`config.mk`:
```
export PLATFORM = sky130hd
export DESIGN_NAME = sabs_engine
export DESIGN_NICKNAME = d
export VERILOG_FILES = /design/src/hdl/sabs_pkg.sv /design/src/hdl/sabs_engine.sv
export SDC_FILE = /design/constraint.sdc
export NUM_CORES = 1
export LEC_CHECK = 0
export BUFFER_PORTS_ARGS = -buffer_cell sky130_fd_sc_hd__buf_2
export CORE_MARGIN = 2
export CORE_UTILIZATION = 52
export DETAILED_ROUTE_END_ITERATION = 10
export PLACE_DENSITY = 0.82
export SLEW_MARGIN = 20
export SYNTH_ARGS = -nofsm -noshare
export SYNTH_HDL_FRONTEND = slang
export SYNTH_SLANG_ARGS = --single-unit
```
`constraint.sdc`:
```
create_clock -name clk -period 7.7 [get_ports clk]
set_input_delay 1.54 -clock clk [delete_from_list [all_inputs] [get_ports clk]]
set_output_delay 1.54 -clock clk [all_outputs]
set_load 0.01 [all_outputs]
```
`src/hdl/sabs_pkg.sv`:
```
// ----------------------------------------------------------------------------
// sabs_pkg
// Shared types and constants of the sorted-table binary search block.
// ----------------------------------------------------------------------------
package sabs_pkg;

	localparam int DEPTH  = 1024;
	localparam int ADDR_W = 10;
	localparam int LEN_W  = 11;
	localparam int DATA_W = 32;

	localparam logic CMD_WRITE  = 1'b0;
	localparam logic CMD_SEARCH = 1'b1;

	typedef struct packed {
		logic                     cmd;
		logic [ADDR_W-1:0]        entry_index;
		logic signed [DATA_W-1:0] value;
	} in_beat_t;

	typedef struct packed {
		logic              found;
		logic [ADDR_W-1:0] position;
	} out_beat_t;

	typedef struct packed {
		logic                     wr_en;
		logic                     rd_en;
		logic [ADDR_W-1:0]        addr;
		logic signed [DATA_W-1:0] wdata;
	} mem_req_t;

endpackage

```
`src/hdl/sabs_engine.sv`:
```
// ----------------------------------------------------------------------------
// sabs_engine
// Search sequencer that also issues write beats: one table probe per cycle, window kept as [lo, hi).
// ----------------------------------------------------------------------------
module sabs_engine (
	input  logic                               clk,
	input  logic                               arst_n,
	input  logic [sabs_pkg::LEN_W-1:0]         span,
	input  logic                               in_valid,
	output logic                               in_stall,
	input  sabs_pkg::in_beat_t                 in_beat,
	output logic                               out_valid,
	input  logic                               out_stall,
	output sabs_pkg::out_beat_t                out_beat,
	output sabs_pkg::mem_req_t                 mem_req,
	input  logic signed [sabs_pkg::DATA_W-1:0] mem_rdata
);

	localparam logic [1:0] S_IDLE = 2'd0;
	localparam logic [1:0] S_CMP  = 2'd1;
	localparam logic [1:0] S_DONE = 2'd2;

	logic [1:0]                         state_q;
	logic [sabs_pkg::LEN_W-1:0]         lo_q;
	logic [sabs_pkg::LEN_W-1:0]         hi_q;
	logic [sabs_pkg::ADDR_W-1:0]        mid_q;
	logic signed [sabs_pkg::DATA_W-1:0] key_q;
	logic                               res_found_q;
	logic [sabs_pkg::ADDR_W-1:0]        res_pos_q;
	logic                               out_valid_q;
	sabs_pkg::out_beat_t                out_beat_q;

	logic                               accept;
	logic                               start;
	logic [sabs_pkg::LEN_W-1:0]         span_m1;
	logic [sabs_pkg::ADDR_W-1:0]        mid0;
	logic                               cmp_eq;
	logic [sabs_pkg::LEN_W-1:0]         lo_n;
	logic [sabs_pkg::LEN_W-1:0]         hi_n;
	logic [sabs_pkg::LEN_W:0]           mid_sum;
	logic [sabs_pkg::ADDR_W-1:0]        mid_n;
	logic                               more;
	logic                               out_free;

	assign in_stall  = (state_q != S_IDLE);
	assign accept    = in_valid && (state_q == S_IDLE);
	assign start     = accept && (in_beat.cmd == sabs_pkg::CMD_SEARCH);
	assign span_m1   = span - sabs_pkg::LEN_W'(1);
	assign mid0      = span_m1[sabs_pkg::ADDR_W:1];
	assign out_free  = !out_valid_q || !out_stall;
	assign out_valid = out_valid_q;
	assign out_beat  = out_beat_q;

	always_comb begin
		cmp_eq = (mem_rdata == key_q);
		if (mem_rdata < key_q) begin
			lo_n = sabs_pkg::LEN_W'({1'b0, mid_q}) + sabs_pkg::LEN_W'(1);
			hi_n = hi_q;
		end else begin
			lo_n = lo_q;
			hi_n = sabs_pkg::LEN_W'({1'b0, mid_q});
		end
		mid_sum = {1'b0, lo_n} + {1'b0, hi_n} - (sabs_pkg::LEN_W+1)'(1);
		mid_n   = mid_sum[sabs_pkg::ADDR_W:1];
		more    = (lo_n < hi_n);
	end

	always_comb begin
		mem_req.wr_en = 1'b0;
		mem_req.rd_en = 1'b0;
		mem_req.addr  = in_beat.entry_index;
		mem_req.wdata = in_beat.value;
		if (accept && (in_beat.cmd == sabs_pkg::CMD_WRITE)) begin
			mem_req.wr_en = 1'b1;
		end else if (start && (span != '0)) begin
			mem_req.rd_en = 1'b1;
			mem_req.addr  = mid0;
		end else if ((state_q == S_CMP) && !cmp_eq && more) begin
			mem_req.rd_en = 1'b1;
			mem_req.addr  = mid_n;
		end
	end

	// control
	always_ff @(posedge clk or negedge arst_n) begin
		if (!arst_n) begin
			state_q     <= S_IDLE;
			out_valid_q <= 1'b0;
		end else begin
			if ((state_q == S_DONE) && out_free) begin
				out_valid_q <= 1'b1;
			end else if (out_valid_q && !out_stall) begin
				out_valid_q <= 1'b0;
			end
			unique case (state_q)
				S_IDLE: begin
					if (start) begin
						state_q <= (span != '0) ? S_CMP : S_DONE;
					end
				end
				S_CMP: begin
					if (cmp_eq || !more) begin
						state_q <= S_DONE;
					end
				end
				S_DONE: begin
					if (out_free) begin
						state_q <= S_IDLE;
					end
				end
				default: begin
					state_q <= S_IDLE;
				end
			endcase
		end
	end

	// datapath
	always_ff @(posedge clk) begin
		unique case (state_q)
			S_IDLE: begin
				if (start) begin
					key_q       <= in_beat.value;
					lo_q        <= '0;
					hi_q        <= span;
					mid_q       <= mid0;
					res_found_q <= 1'b0;
					res_pos_q   <= '0;
				end
			end
			S_CMP: begin
				if (cmp_eq) begin
					res_found_q <= 1'b1;
					res_pos_q   <= mid_q;
				end else begin
					lo_q  <= lo_n;
					hi_q  <= hi_n;
					mid_q <= mid_n;
				end
			end
			S_DONE: begin
				if (out_free) begin
					out_beat_q.found    <= res_found_q;
					out_beat_q.position <= res_pos_q;
				end
			end
			default: begin
			end
		endcase
	end

endmodule

```
==> flow_summary.ini <==
[run_status]
status = complete, no violations

[setup_path]
cp_max_fo = 16
path_class = in2out
critPathLaunchType = primary input
worstSetupEndpointType = primary output
crit_arrival_ps = 6020
worst-endpoint-required_ps = 6160
startpoint = mem_rdata[17]
r2r-start = key_q[17]

[placement]
hpwl_um = 10900
placed_cell_area_um2 = 6860
portBuffers = 146
place_ws_ps = 15.0
dp_cells = 857
gp_congestion = 0.948

[clock_tree]
numCtsBuffers = 9
cts-htree-levels = 3
clock_latency_ps = 330
cts_buffer_depth = 2
tritoncts = yes
postCtsHoldBufs = 0
cts_sinks = 89
cts_root_buf = clkbuf_16
cts.reportedPaths.clkPinSlew_ps = 60

[timing]
skew_ps = 7.77
tightest_slew_ps = 966
setup_ws_ps = 142
final_hold_viol_count = 0
timing.final.crit_share_pct = 98.2
fin_crit_ps = 7560
timing.hold.ws_ps = 418
slew_viol_final = 0
relSlewSlack_pct = 35.6
finalSetupViolCount = 0
fmaxAchievable_mhz = 132
final.setup.tns_ps = 0

[route]
via_count = 4931
drt-initial-drc-count = 398
remaining_drc_errors = 0
routed_wl_um = 14500
vias_per_cell = 5.64
firstDrtPassIters = 5
postRouteAntennaNets = 0
avgRoutedWirePerCell_um = 16.6

[flow_run]
drv_cap = 0

[layout]
antenna_cells = 0
fin_cells = 875
layout_common_cells = buf_2, edfxtp_1, inv_1, nand2_1, ha_1
utilization_pct = 64.2
drive_above_1_share_pct = 30.5
final_area_um2 = 7330
final_common_cell = buf_2
final_nets = 877
syn_to_final_growth_pct = 20.2

[power]
fin_total_pwr_mw = 3.22
p_leak_nw = 3.30
p_per_area_nw_per_um2 = 439
irDropWorstVdd_mv = 0.298

[logic_synthesis]
synth_fp_nets = 748
postSynthCellCount = 598
yosysSeqAreaShare_pct = 43.6
synth_ff_type = edfxtp_1
yosysUniqueCellTypes = 67
async_reset_ff_share_pct = 3.37
synth_top_cell_by_area = edfxtp_1
synthesis.area_um2 = 6100
ys_ff_latch = 89
synth_edf_count = 86
yosysTopAreaCellShare_pct = 42.3
ys_top_cells_by_area = edfxtp_1, ha_1, buf_4
yosysWarnings = 0
synth_area_per_cell_um2 = 10.2

[global_route]
grt_antenna_before_repair = 0
grt_pass1_wl_um = 23200
track_usage_pct = 22.6
grt_pass1_vias = 4931
grt_max_degree = 48
grt_overflow_total = 0

[floorplan]
die_w_um = 112
die_area_um2 = 12600
row_count = 39
die-height_um = 112
core_um2 = 11400
initial_core_util_pct = 53.4
boundaryPins = 147

[min_path]
min_path_type = reg2reg
hp-start = res_pos_q[9]
-- report_power, final --
group | internal [mW] | leakage, nW | switching, mW
combinational | 0.804 | 2.29 | 1.09
sequential | 0.755 | 0.849 | 0.117
clock | 0.270 | 0.153 | 0.180
total | 1.83 | 3.30 | 1.39
-- routing by layer --
| metal | track usage (%) | up-vias | share of wire [%] |
|---|---|---|---|
| li1 | - | 2359 | - |
| met1 | 28.8 | 2321 | 41 |
| met2 | 39.9 | 225 | 50 |
| met3 | 3.51 | 26 | 6.8 |
| met4 | 6.83 | 0 | 1.9 |
| met5 | 0 | - | 0 |
-- synthesized netlist by cell type (all sizes together), types with 3 or more instances --
cell	n
and4	3
dfrtp	3
nor2	33
nand4	4
nor3	7
a21oi	27
o21ai	29
buf	41
ha	59
nand3	11
and2	16
a21o	9
clkbuf	10
a211oi	5
nand2b	10
o21a	4
edfxtp	86
o221a	5
xor2	12
and3	7
or2	3
inv	64
mux2i	13
a221oi	4
a21boi	3
nor4	8
a31oi	3
nand2	66
o31ai	4
xnor2	14
nor2b	5
-- sequential cells by signal, summed over array words and instances (netlist names) --
name / count
res_pos_q: 10
state_q: 2
key_q: 32
res_found_q: 1
mid_q: 10
lo_q: 11
hi_q: 11
out_beat: 11
out_valid: 1
-- what timing repair did --
item	CTS	global route
setup buffers	0	2
gates resized for setup	0	24
setup endpoints to repair	0	11
-- final timing paths --
kind / to / cells after the start / slack, ps
max: mem_req[38] / 22 / 140
max reg2reg: mid_q[6] / 21 / 2950
max in group asynchronous: state_q[0] / 1 / 6570
min in group asynchronous: state_q[1] / 1 / 1000
min: out_beat[9] / 0 / 420
min reg2reg: out_beat[9] / 0 / 420
-- kinds of logic after synthesis --
| family | after synthesis | synth area share [%] |
|---|---|---|
| muxes | 14 | 2.32 |
| and+or+nand+nor | 179 | 15.2 |
| DFF | 89 | 43.6 |
| adders and majority gates | 60 | 12.4 |
| AOI/OAI and AO/OA | 115 | 13.5 |
| buffers and inverters | 115 | 9.25 |
| xor gates and xnor gates | 26 | 3.73 |
-- area by class of cell --
class                           instances  area, um2
Fill cell                             924       4090
Multi-Input combinational cell        394       3010
Sequential cell                        89       2660
Timing Repair Buffer                  169        932
Clock buffer                           12        256
Inverter                               64        240
Tap cell                              143        179
Clock inverter                          4       52.6
-- worst max-delay path: stages --
cell,delay (ps)
buf_2,100
ha_1,310
a21o_1,190
a221o_1,360
a221oi_4,320
nand3b_2,150
o31ai_4,300
buf_12,160
buf_12,160
mux2i_4,240
inv_1,80
ha_1,330
ha_1,230
inv_1,70
fa_1,200
inv_1,90
a21oi_4,210
a221oi_2,90
or4_1,510
a21oi_1,180
o21ai_1,70
buf_2,140
No activity file was read; power rests on OpenSTA's default activity.
